**src/rtl/fact_pkg.sv**
```systemverilog
// ----------------------------------------------------------------------------
// fact_pkg: shared constants and types for the factorial register unit
// Register offsets, fixed words, and the command/status groups that pass
// between the controller and the datapath.
// ----------------------------------------------------------------------------
package fact_pkg;

	localparam int DATA_W = 32;
	localparam int OFF_W  = 8;
	localparam int CNT_W  = 6;

	localparam logic [DATA_W-1:0] ID_WORD       = 32'h0100_00ed;
	localparam logic [DATA_W-1:0] IRQ_FACT_BIT  = 32'h0000_0001;
	localparam int                STATUS_EN_BIT = 7;

	localparam logic [OFF_W-1:0] OFF_ID         = 8'h00;
	localparam logic [OFF_W-1:0] OFF_FACT       = 8'h08;
	localparam logic [OFF_W-1:0] OFF_STATUS     = 8'h20;
	localparam logic [OFF_W-1:0] OFF_INT_STATUS = 8'h24;
	localparam logic [OFF_W-1:0] OFF_INT_RAISE  = 8'h60;
	localparam logic [OFF_W-1:0] OFF_INT_ACK    = 8'h64;

	localparam logic OP_READ  = 1'b0;
	localparam logic OP_WRITE = 1'b1;

	// arguments from this value up give zero modulo 2^32
	localparam logic [CNT_W-1:0] FACT_ZERO_FROM = 6'd34;
	localparam logic [CNT_W-1:0] FACT_FIRST_K   = 6'd2;

	typedef struct packed {
		logic latch;   // capture the accepted access
		logic start;   // seed the multiply loop
		logic step;    // one multiply of the loop
		logic commit;  // apply the access and load the output beat
	} fact_cmd_t;

	typedef struct packed {
		logic is_long;   // held access is a factorial write needing the loop
		logic last_step; // current multiply is the final one
	} fact_sts_t;

endpackage

```
**src/rtl/fact_in_if.sv**
```systemverilog
// ----------------------------------------------------------------------------
// fact_in_if: access channel
// Valid/ready channel carrying one register access per beat.
// ----------------------------------------------------------------------------
interface fact_in_if;
	logic        valid;
	logic        ready;
	logic        opcode;
	logic [7:0]  byte_offset;
	logic [31:0] write_value;

	modport source (output valid, output opcode, output byte_offset, output write_value,
		input ready);
	modport sink (input valid, input opcode, input byte_offset, input write_value,
		output ready);
endinterface

```
**src/rtl/fact_out_if.sv**
```systemverilog
// ----------------------------------------------------------------------------
// fact_out_if: response channel
// Valid/ready channel carrying read data and interrupt level per beat.
// ----------------------------------------------------------------------------
interface fact_out_if;
	logic        valid;
	logic        ready;
	logic [31:0] read_value;
	logic        irq_level;

	modport source (output valid, output read_value, output irq_level, input ready);
	modport sink (input valid, input read_value, input irq_level, output ready);
endinterface

```
**src/rtl/fact_ctrl.sv**
```systemverilog
// ----------------------------------------------------------------------------
// fact_ctrl: sequencing controller
// Accepts an access, runs the multiply loop when needed, and hands the
// response to the output register when it is free.
// ----------------------------------------------------------------------------
module fact_ctrl (
	input  logic               clk,
	input  logic               arst_n,
	input  logic               in_valid,
	output logic               in_ready,
	output logic               out_valid,
	input  logic               out_ready,
	input  fact_pkg::fact_sts_t sts,
	output fact_pkg::fact_cmd_t cmd
);
	import fact_pkg::*;

	localparam logic [1:0] ST_IDLE = 2'd0;
	localparam logic [1:0] ST_EXEC = 2'd1;
	localparam logic [1:0] ST_MUL  = 2'd2;
	localparam logic [1:0] ST_FIN  = 2'd3;

	logic [1:0] state_q, state_nxt;
	logic       out_vld_q;
	logic       out_free;

	assign out_free  = !out_vld_q || out_ready;
	assign in_ready  = (state_q == ST_IDLE);
	assign out_valid = out_vld_q;

	always_comb begin
		cmd       = '0;
		state_nxt = state_q;
		case (state_q)
			ST_IDLE: begin
				if (in_valid) begin
					cmd.latch = 1'b1;
					state_nxt = ST_EXEC;
				end
			end
			ST_EXEC: begin
				if (sts.is_long) begin
					cmd.start = 1'b1;
					state_nxt = ST_MUL;
				end else if (out_free) begin
					cmd.commit = 1'b1;
					state_nxt  = ST_IDLE;
				end
			end
			ST_MUL: begin
				cmd.step = 1'b1;
				if (sts.last_step) begin
					state_nxt = ST_FIN;
				end
			end
			ST_FIN: begin
				if (out_free) begin
					cmd.commit = 1'b1;
					state_nxt  = ST_IDLE;
				end
			end
			default: begin
				state_nxt = ST_IDLE;
			end
		endcase
	end

	always_ff @(posedge clk or negedge arst_n) begin
		if (!arst_n) begin
			state_q   <= ST_IDLE;
			out_vld_q <= 1'b0;
		end else begin
			state_q <= state_nxt;
			if (cmd.commit) begin
				out_vld_q <= 1'b1;
			end else if (out_ready) begin
				out_vld_q <= 1'b0;
			end
		end
	end

endmodule

```
**src/rtl/fact_dp.sv**
```systemverilog
// ----------------------------------------------------------------------------
// fact_dp: register file and multiply datapath
// Holds the device registers, the accepted access, the shared multiplier
// loop and the output beat register.
// ----------------------------------------------------------------------------
module fact_dp (
	input  logic                 clk,
	input  logic                 arst_n,
	input  fact_pkg::fact_cmd_t  cmd,
	output fact_pkg::fact_sts_t  sts,
	input  logic                 opcode,
	input  logic [7:0]           byte_offset,
	input  logic [31:0]          write_value,
	output logic [31:0]          read_value,
	output logic                 irq_level
);
	import fact_pkg::*;

	logic              op_q;
	logic [OFF_W-1:0]  off_q;
	logic [DATA_W-1:0] val_q;
	logic [DATA_W-1:0] acc_q;
	logic [CNT_W-1:0]  k_q;
	logic [DATA_W-1:0] fact_res_q;
	logic              irq_en_q;
	logic [DATA_W-1:0] pend_q;
	logic [DATA_W-1:0] rd_q;
	logic              irq_q;

	logic              fact_wr;
	logic              small_arg;
	logic [CNT_W-1:0]  n_lo;
	logic [DATA_W-1:0] fact_val;
	logic [DATA_W-1:0] pend_nxt;
	logic [DATA_W-1:0] rd_nxt;
	logic [DATA_W-1:0] product;

	assign fact_wr   = (op_q == OP_WRITE) && (off_q == OFF_FACT);
	assign n_lo      = val_q[CNT_W-1:0];
	assign small_arg = (val_q[DATA_W-1:CNT_W] == '0) && (n_lo < FACT_ZERO_FROM);

	assign sts.is_long   = fact_wr && small_arg && (n_lo >= FACT_FIRST_K);
	assign sts.last_step = (k_q == n_lo);

	// 0! and 1! are one, large arguments are zero, others come from the loop
	assign fact_val = sts.is_long ? acc_q : (small_arg ? 32'd1 : 32'd0);

	assign product = acc_q * {{(DATA_W-CNT_W){1'b0}}, k_q};

	always_comb begin
		pend_nxt = pend_q;
		rd_nxt   = '0;
		if (op_q == OP_WRITE) begin
			case (off_q)
				OFF_FACT:      if (irq_en_q) pend_nxt = pend_q | IRQ_FACT_BIT;
				OFF_INT_RAISE: pend_nxt = pend_q | val_q;
				OFF_INT_ACK:   pend_nxt = pend_q & ~val_q;
				default:       pend_nxt = pend_q;
			endcase
		end else begin
			case (off_q)
				OFF_ID:         rd_nxt = ID_WORD;
				OFF_FACT:       rd_nxt = fact_res_q;
				OFF_STATUS:     rd_nxt = {{(DATA_W-1){1'b0}}, irq_en_q} << STATUS_EN_BIT;
				OFF_INT_STATUS: rd_nxt = pend_q;
				default:        rd_nxt = '0;
			endcase
		end
	end

	// access capture, loop and output beat: no reset needed
	always_ff @(posedge clk) begin
		if (cmd.latch) begin
			op_q  <= opcode;
			off_q <= byte_offset;
			val_q <= write_value;
		end
		if (cmd.start) begin
			acc_q <= 32'd1;
			k_q   <= FACT_FIRST_K;
		end else if (cmd.step) begin
			acc_q <= product;
			k_q   <= k_q + 1'b1;
		end
		if (cmd.commit) begin
			rd_q  <= rd_nxt;
			irq_q <= (pend_nxt != '0);
		end
	end

	always_ff @(posedge clk or negedge arst_n) begin
		if (!arst_n) begin
			fact_res_q <= '0;
			irq_en_q   <= 1'b0;
			pend_q     <= '0;
		end else if (cmd.commit) begin
			pend_q <= pend_nxt;
			if (fact_wr) begin
				fact_res_q <= fact_val;
			end
			if ((op_q == OP_WRITE) && (off_q == OFF_STATUS)) begin
				irq_en_q <= val_q[STATUS_EN_BIT];
			end
		end
	end

	assign read_value = rd_q;
	assign irq_level  = irq_q;

endmodule

```
**src/rtl/factorial_unit_with_interrupt_regs.sv**
```systemverilog
// ----------------------------------------------------------------------------
// factorial_unit_with_interrupt_regs: factorial device with interrupt regs
// Sequence: an access is captured and then committed to the output register;
//   a factorial write of n in 2..33 first runs the loop, one multiply per cycle,
//   n-1 in all, on the shared 32x6 multiplier. Accesses are taken one at a
//   time, a new one only after the last is committed. A stalled response
//   holds the controller until the output register frees.
// Reset: arst_n clears the result, enable and pending registers and idles.
// ----------------------------------------------------------------------------
module factorial_unit_with_interrupt_regs (
	input  logic       clk,
	input  logic       arst_n,
	fact_in_if.sink    in_ch,
	fact_out_if.source out_ch
);
	import fact_pkg::*;

	// command and status between sequencer and datapath
	fact_cmd_t cmd;
	fact_sts_t sts;

	// Controller: takes one access at a time. It captures the beat, decides
	// whether the multiply loop must run, steps it, and then commits the
	// access once the output register is free to take the response.
	fact_ctrl u_ctrl (
		.clk       (clk),
		.arst_n    (arst_n),
		.in_valid  (in_ch.valid),
		.in_ready  (in_ch.ready),
		.out_valid (out_ch.valid),
		.out_ready (out_ch.ready),
		.sts       (sts),
		.cmd       (cmd)
	);

	// Datapath: device registers, one multiplier shared across the loop,
	// and the output beat register that holds the response until taken.
	fact_dp u_dp (
		.clk         (clk),
		.arst_n      (arst_n),
		.cmd         (cmd),
		.sts         (sts),
		.opcode      (in_ch.opcode),
		.byte_offset (in_ch.byte_offset),
		.write_value (in_ch.write_value),
		.read_value  (out_ch.read_value),
		.irq_level   (out_ch.irq_level)
	);

endmodule
```
**src/flat_wrapper.sv**
```systemverilog
// flat-port wrapper written by rule: the top's interface ports become plain ports
module factorial_unit_with_interrupt_regs_flat import fact_pkg::*;
  (clk, arst_n, in_ch_valid, in_ch_opcode, in_ch_byte_offset, in_ch_write_value, in_ch_ready, out_ch_valid, out_ch_read_value, out_ch_irq_level, out_ch_ready);
  fact_in_if in_ch_i ();
  fact_out_if out_ch_i ();
  input  logic clk;
  input  logic arst_n;
  input wire logic [$bits(in_ch_i.valid)-1:0] in_ch_valid;
  input wire logic [$bits(in_ch_i.opcode)-1:0] in_ch_opcode;
  input wire logic [$bits(in_ch_i.byte_offset)-1:0] in_ch_byte_offset;
  input wire logic [$bits(in_ch_i.write_value)-1:0] in_ch_write_value;
  output wire logic [$bits(in_ch_i.ready)-1:0] in_ch_ready;
  output wire logic [$bits(out_ch_i.valid)-1:0] out_ch_valid;
  output wire logic [$bits(out_ch_i.read_value)-1:0] out_ch_read_value;
  output wire logic [$bits(out_ch_i.irq_level)-1:0] out_ch_irq_level;
  input wire logic [$bits(out_ch_i.ready)-1:0] out_ch_ready;
  assign in_ch_i.valid = in_ch_valid;
  assign in_ch_i.opcode = in_ch_opcode;
  assign in_ch_i.byte_offset = in_ch_byte_offset;
  assign in_ch_i.write_value = in_ch_write_value;
  assign in_ch_ready = in_ch_i.ready;
  assign out_ch_valid = out_ch_i.valid;
  assign out_ch_read_value = out_ch_i.read_value;
  assign out_ch_irq_level = out_ch_i.irq_level;
  assign out_ch_i.ready = out_ch_ready;
  factorial_unit_with_interrupt_regs u_core (.clk(clk), .arst_n(arst_n), .in_ch(in_ch_i), .out_ch(out_ch_i));
endmodule
```
**config.mk**
```make
export PLATFORM = sky130hd
export DESIGN_NAME = factorial_unit_with_interrupt_regs_flat
export DESIGN_NICKNAME = d
export VERILOG_FILES = /design/src/rtl/fact_pkg.sv /design/src/rtl/fact_in_if.sv /design/src/rtl/fact_out_if.sv /design/src/rtl/fact_ctrl.sv /design/src/rtl/fact_dp.sv /design/src/rtl/factorial_unit_with_interrupt_regs.sv /design/src/flat_wrapper.sv
export SDC_FILE = /design/constraint.sdc
export NUM_CORES = 1
export LEC_CHECK = 0
export BUFFER_PORTS_ARGS = -buffer_cell sky130_fd_sc_hd__buf_2
export CAP_MARGIN = 20
export CORE_MARGIN = 4
export CORE_UTILIZATION = 40
export DETAILED_ROUTE_END_ITERATION = 10
export GPL_TIMING_DRIVEN = 0
export PLACE_DENSITY = 0.65
export SETUP_SLACK_MARGIN = 0.05
export SYNTH_ARGS = -nofsm -noshare
export SYNTH_HDL_FRONTEND = slang
export SYNTH_HIERARCHICAL = 1
export SYNTH_SLANG_ARGS = --single-unit
```
**constraint.sdc**
```tcl
create_clock -name clk -period 4.69 [get_ports clk]
set_input_delay 0.2345 -clock clk [delete_from_list [all_inputs] [get_ports clk]]
set_output_delay 0.2345 -clock clk [all_outputs]
set_load 0.1 [all_outputs]
```
Word level (Yosys, flattened, before mapping). Cells that the tools add are included. W data, S select, Z words.

Register bits after elaboration: 180. Input port bits: 45. Output and inout bits: 35. Word-level logic and storage cells: 66.

Add/subtract/negate cells: 1. $mul: 1. Magnitude comparators: 2. Eq/ne operators: 11. Mux-type cells: 21. Bitwise logic cells: 3. Reduce and logical (&&, ||, !) cells: 15.

Operators with widths (number): $pmux W32 S4 (1); $pmux W32 S3 (1); $mux W32 (2); $and A32 B32 Y32 (1); $mul A32 B6 Y32 (1); $not A32 Y32 (1); $or A32 B32 Y32 (1); $reduce_bool A32 Y1 (1); $logic_not A26 Y1 (1); $eq A8 B6 Y1 const B (2); $eq A8 B7 Y1 const B (2); $mux W1 (11); $eq A8 B4 Y1 const B (1); $logic_not A8 Y1 (1); $mux W2 (4); $pmux W2 S4 (1); $add A6 B1 Y6 const B (1); $eq A6 B6 Y1 (1); $ge A6 B2 Y1 const B (1); $lt A6 B6 Y1 const B (1); $reduce_and A2 Y1 (3); $logic_and A1 B1 Y1 (5); $eq A2 B2 Y1 const B (2); $eq A2 B1 Y1 const B (1); other kinds (7) (7).

Depth between registers and ports, before layout.
Word-level depth: 7. Gate-level depth with buffers: 18. Depth with buffers taken out: 16.

Modules after synthesis. The synthesis kept the hierarchy.

By module, submodules not included: fact_dp (instances 1, cells an instance 1240, area an instance 12473.2 um2, seq. area each 4609.4 um2); fact_ctrl (instances 1, cells an instance 18, area an instance 163.9 um2, seq. area each 75.1 um2).

Worst setup path after synthesis. No wires, ideal clock.

Kind: reg-to-reg. Start: register u_core.u_dp.k_q[4]. End: register u_core.u_dp.acc_q[31]. Setup time: 91 ps. Arrival: 4464 ps. Required time: 4599 ps. Setup slack: 135 ps. Cell stages (with the launch flop): 18. Path buffers: 2. Period minus slack after synthesis: 4555 ps. Path through: dfxtp_1 > clkbuf_1 > clkbuf_1 > and2_1 > fa_1 > fa_1 > inv_1 > fa_1 > inv_1 > ha_1 > a21oi_1 > o21ai_0 > a311o_1 > a21oi_1 > a21oi_1 > o31ai_1 > nand3_1 > a311oi_1.

Cells in the longest elaborated chain, start to end: 1.

Ends and longest elaborated chain: start, declared (RTL line fact_dp.sv:23) `logic [CNT_W-1:0] k_q;`; start signal, assigned (RTL line fact_dp.sv:83) `k_q <= k_q + 1'b1;`; $mul A32 B6 Y32 (RTL line fact_dp.sv:48) `assign product = acc_q * {{(DATA_W-CNT_W){1'b0}}, k_q};`; end signal, assigned (RTL line fact_dp.sv:82) `acc_q <= product;`; end, declared (RTL line fact_dp.sv:22) `logic [DATA_W-1:0] acc_q;`.

Every way passes these cells. A chain may end at the register's enable or synchronous reset.

Final worst setup path.
Start: register u_core.u_dp.k_q[0]. End: register u_core.u_dp.acc_q[28].

Same word-level chain as after synthesis.

==> impl_metrics.tcl <==
set metrics [dict create \
    wl_met1_mm 15.45 \
    worst_setup_path_start_kind "flip-flop" \
    ys_top_cells_by_area "edfxtp_1 (18%), fa_1 (17%), dfrtp_1 (13%)" \
    cap_violations 0 \
    drv_slew 0 \
    rsz0062_at_grt "yes" \
    drtIter0Drc 868 \
    root_buffer "clkbuf_16" \
    syn_nets 1447 \
    period_needed_ps 4661 \
    cp_slowest_cell "fa_1" \
    cellPowerDensity_mw_per_mm2 302.8 \
    cts_buffer_depth 2 \
    reg2reg_from "u_core/u_dp/k_q[0]$_SDFFE_PP0P_" \
    dr_total_vias 10010 \
    worstRegToRegCells 17 \
    nFillCells 2779 \
    start_util_pct 40.88 \
    h-tree-depth 4 \
    syn_area_mm2 0.01264 \
    worstMarginPinSlew_ps 797.9 \
    fin_skew_ps 14.28 \
    antenna_cells 0 \
    dr.pass1.iters 6 \
    dp.final_hpwl_mm 25.67 \
    synth.top_cell.area_share_pct 17.58 \
    setup_viol_count_final 0 \
    reg2reg_slack_ps 30 \
    crit_top_cell "fa_1" \
    status "completed" \
    relSlewSlack_pct 46.80 \
    yosys-mux-area-fraction_pct 1.673 \
    power_w 0.004661 \
    synthArstFlopShare_pct 37.78 \
    yosysSeqAreaShare_pct 37.07 \
    grt_overflow 0 \
    synth-main-ff-cell "edfxtp_1" \
    core_mm2 0.03091 \
    cp-startpoint "u_core/u_dp/k_q[0]$_SDFFE_PP0P_" \
    ant_nets 0 \
    cp_max_fo 10 \
    synth_top_family_by_area "adder cells" \
    clk_latency_ps 450 \
    final_nets 1613 \
    synthSimpleGateAreaFrac_pct 17.48 \
    crit_chain "buf_8, clkbuf_8, and2_4, fa_1, fa_1, inv_2, fa_1, inv_2, ha_4, a31oi_4, nand3b_1, a211oi_4, o211ai_1, o311a_1, or3_1, a31oi_1, nor2_1" \
    place_inst 1736 \
    synth_xor_area_share_pct 2.495 \
    clock-sinks 180 \
    power_leakage_nw 6.671 \
    io-pin-count 80 \
    hold_viol 0 \
    ys_types 64 \
    crit_buf_inv 4 \
    antenna_found_initial 0 \
    wire_per_inst_um 18.95 \
    wl_met2_mm 16.39 \
    cts_buffers 17 \
    synth_seq_cells 180 \
    met3_length_mm 2.000 \
    fin_cells 1833 \
    cp-endpoint "u_core/u_dp/acc_q[28]$_SDFFE_PP0P_" \
    worstSetupEndpointType "flip-flop" \
    via_per_inst 5.460 \
    die_area_mm2 0.03450 \
    topRoutingLayerUsed "met4" \
    grt_usage_pct 20.14 \
    min_path_type "primary input to flip-flop" \
    avgSynthCellArea_um2 10.05 \
    drc 0 \
    drive_above_1_share_pct 17.47 \
    crit_family "adder cells" \
    synth_compound_area_share_pct 14.48 \
    worstPathArrival_ps 4970 \
    die_h_um 185.7 \
    final_core_util_pct 49.79 \
    yosysTopAreaCell "edfxtp_1" \
    rows 64 \
    drt-total-wl_mm 34.73 \
    cp.required_ps 5000 \
    r2r_end "u_core/u_dp/acc_q[28]$_SDFFE_PP0P_" \
    fin_crit_sh_pct 99.39 \
    cts_tree "done" \
    synthAdderAreaFrac_pct 20.73 \
    gp_congestion 0.9034 \
    fmax_ghz 0.2145 \
    die_x_um 185.7 \
    grt_start_max_net_pins 69 \
    grt_pass1_wl_mm 54.22 \
    grt_pass1_vias 9912 \
    io_buffers 79 \
    path_class "flip-flop to flip-flop" \
    yosys_warnings 6 \
    synth_edf_count 74 \
    syn_inst 1258 \
    ir_drop_v 0.0002301 \
    clk_pin_slew_ps 70 \
    area.growth.synth_to_final_pct 21.79 \
    max_stage_delay_ps 570 \
    hold_ws_ps 39.39 \
    cp.depth 17 \
]
-- logic make-up (layout without fill, tap and decap cells) --
group	Yosys count	count (layout)
AOI/OAI and AO/OA	274	274
xor gates and xnor gates	36	36
adders and majority gates	144	144
buffers and inverters	196	375
DFF	180	180
muxes	21	21
and+or+nand+nor	407	407
-- flip-flops by register name, indices dropped and copies added, names as in the netlist --
name                     flops
u_core/u_dp/op_q             1
u_core/u_dp/acc_q           32
u_core/u_dp/val_q           32
u_core/u_dp/k_q              6
u_core/u_dp/irq_level        1
u_core/u_dp/off_q            8
u_core/u_dp/fact_res_q      32
u_core/u_dp/irq_en_q         1
u_core/u_ctrl/out_valid      1
u_core/u_dp/read_value      32
u_core/u_dp/pend_q          32
u_core/u_ctrl/state_q        2
-- what timing repair did --
action	in CTS	in global routing
cloned	0	1
endpoints found under the setup margin	21	11
hold buffers	39	0
pin swaps	24	45
gates resized for setup	87	62
buffers inserted	13	16
endpoints found under the hold margin	106	0
-- worst reg2reg max path: stages (launching register included) --
cell and delay [ps]:
dfxtp_2 330, buf_8 140, clkbuf_8 160, and2_4 160, fa_1 480, fa_1 570
inv_2 50, fa_1 510, inv_2 50, ha_4 250, a31oi_4 170, nand3b_1 200
a211oi_4 350, o211ai_1 210, o311a_1 340, or3_1 350, a31oi_1 160, nor2_1 50
-- cells in the mapped netlist (32+ instances only) --
cell	n
a21oi_1	86
dfxtp_1	38
and2_1	156
fa_1	109
dfrtp_1	68
inv_1	132
ha_1	35
clkbuf_1	45
nor2_1	99
edfxtp_1	74
a31oi_1	37
a22o_1	32
nand2_1	46
-- worst min-delay path by stage --
stage               cells after the start                  from  slack [ps]                             endpoint
finish                                  1  in_ch_write_value[3]          40       u_core/u_dp/val_q[3]$_DFFE_PP_
CTS                                     1  in_ch_write_value[3]          20       u_core/u_dp/val_q[3]$_DFFE_PP_
floorplan                               0                arst_n         -60  u_core/u_ctrl/out_valid$_DFFE_PN0P_
global placement                        1  in_ch_byte_offset[1]         410       u_core/u_dp/off_q[1]$_DFFE_PP_
global route                            1  in_ch_write_value[3]          20       u_core/u_dp/val_q[3]$_DFFE_PP_
detailed placement                      2                arst_n         270     u_core/u_dp/irq_en_q$_DFFE_PN0P_
-- per-layer routing --
| layer | track usage (%) | vias to the layer above |
|---|---|---|
| met2 | 32.64 | 318 |
| met3 | 3.361 | 53 |
| met4 | 6.208 | 0 |
| met5 | 0 | - |
| met1 | 27.86 | 4996 |
| li1 | - | 4642 |
-- through the flow --
step	instance area, um2	setup TNS, ps	setup WS, ps
after global placement	13530	-61820	-1104
final	15390	0	28.68
after floorplan	12640	0	135.4
after global routing	15390	-292.6	-127.7
after CTS	15070	0	12.35
after detailed placement	13610	-13970	-1162
-- where the power goes --
group / internal (W) / switching (W) / total [W]
logic: 0.000233 / 0.000965 / 0.00120
clock network: 0.000721 / 0.000722 / 0.00144
registers: 0.00187 / 0.000151 / 0.00202
total: 0.00282 / 0.00184 / 0.00466
-- layout make-up --
type / instances / area, um2 / share of cell area, %
buffer: 60 / 376.6 / 2.447
clock buffer: 17 / 425.4 / 2.764
multi-input combinational: 882 / 7601 / 49.39
tap: 396 / 495.5 / 3.219
clock inverter: 15 / 175.2 / 1.138
inverter: 132 / 495.5 / 3.219
timing repair buffer: 151 / 1115 / 7.243
sequential: 180 / 4707 / 30.58
-- cell usage in the layout (no fill, tap or decap), types with 23 or more instances in the layout --
cell type and count:
and2_1 150, inv_1 126, fa_1 107, nor2_1 99
buf_2 87, a21oi_1 79, edfxtp_1 74, dfrtp_1 68
nand2_1 44, dlygate4sd3_1 39, a31oi_1 34, buf_4 32
a22o_1 32, a22oi_1 31, clkbuf_1 30, xnor2_1 28
dfxtp_1 26, nand2b_1 23
(Power assumes the default switching activity.)
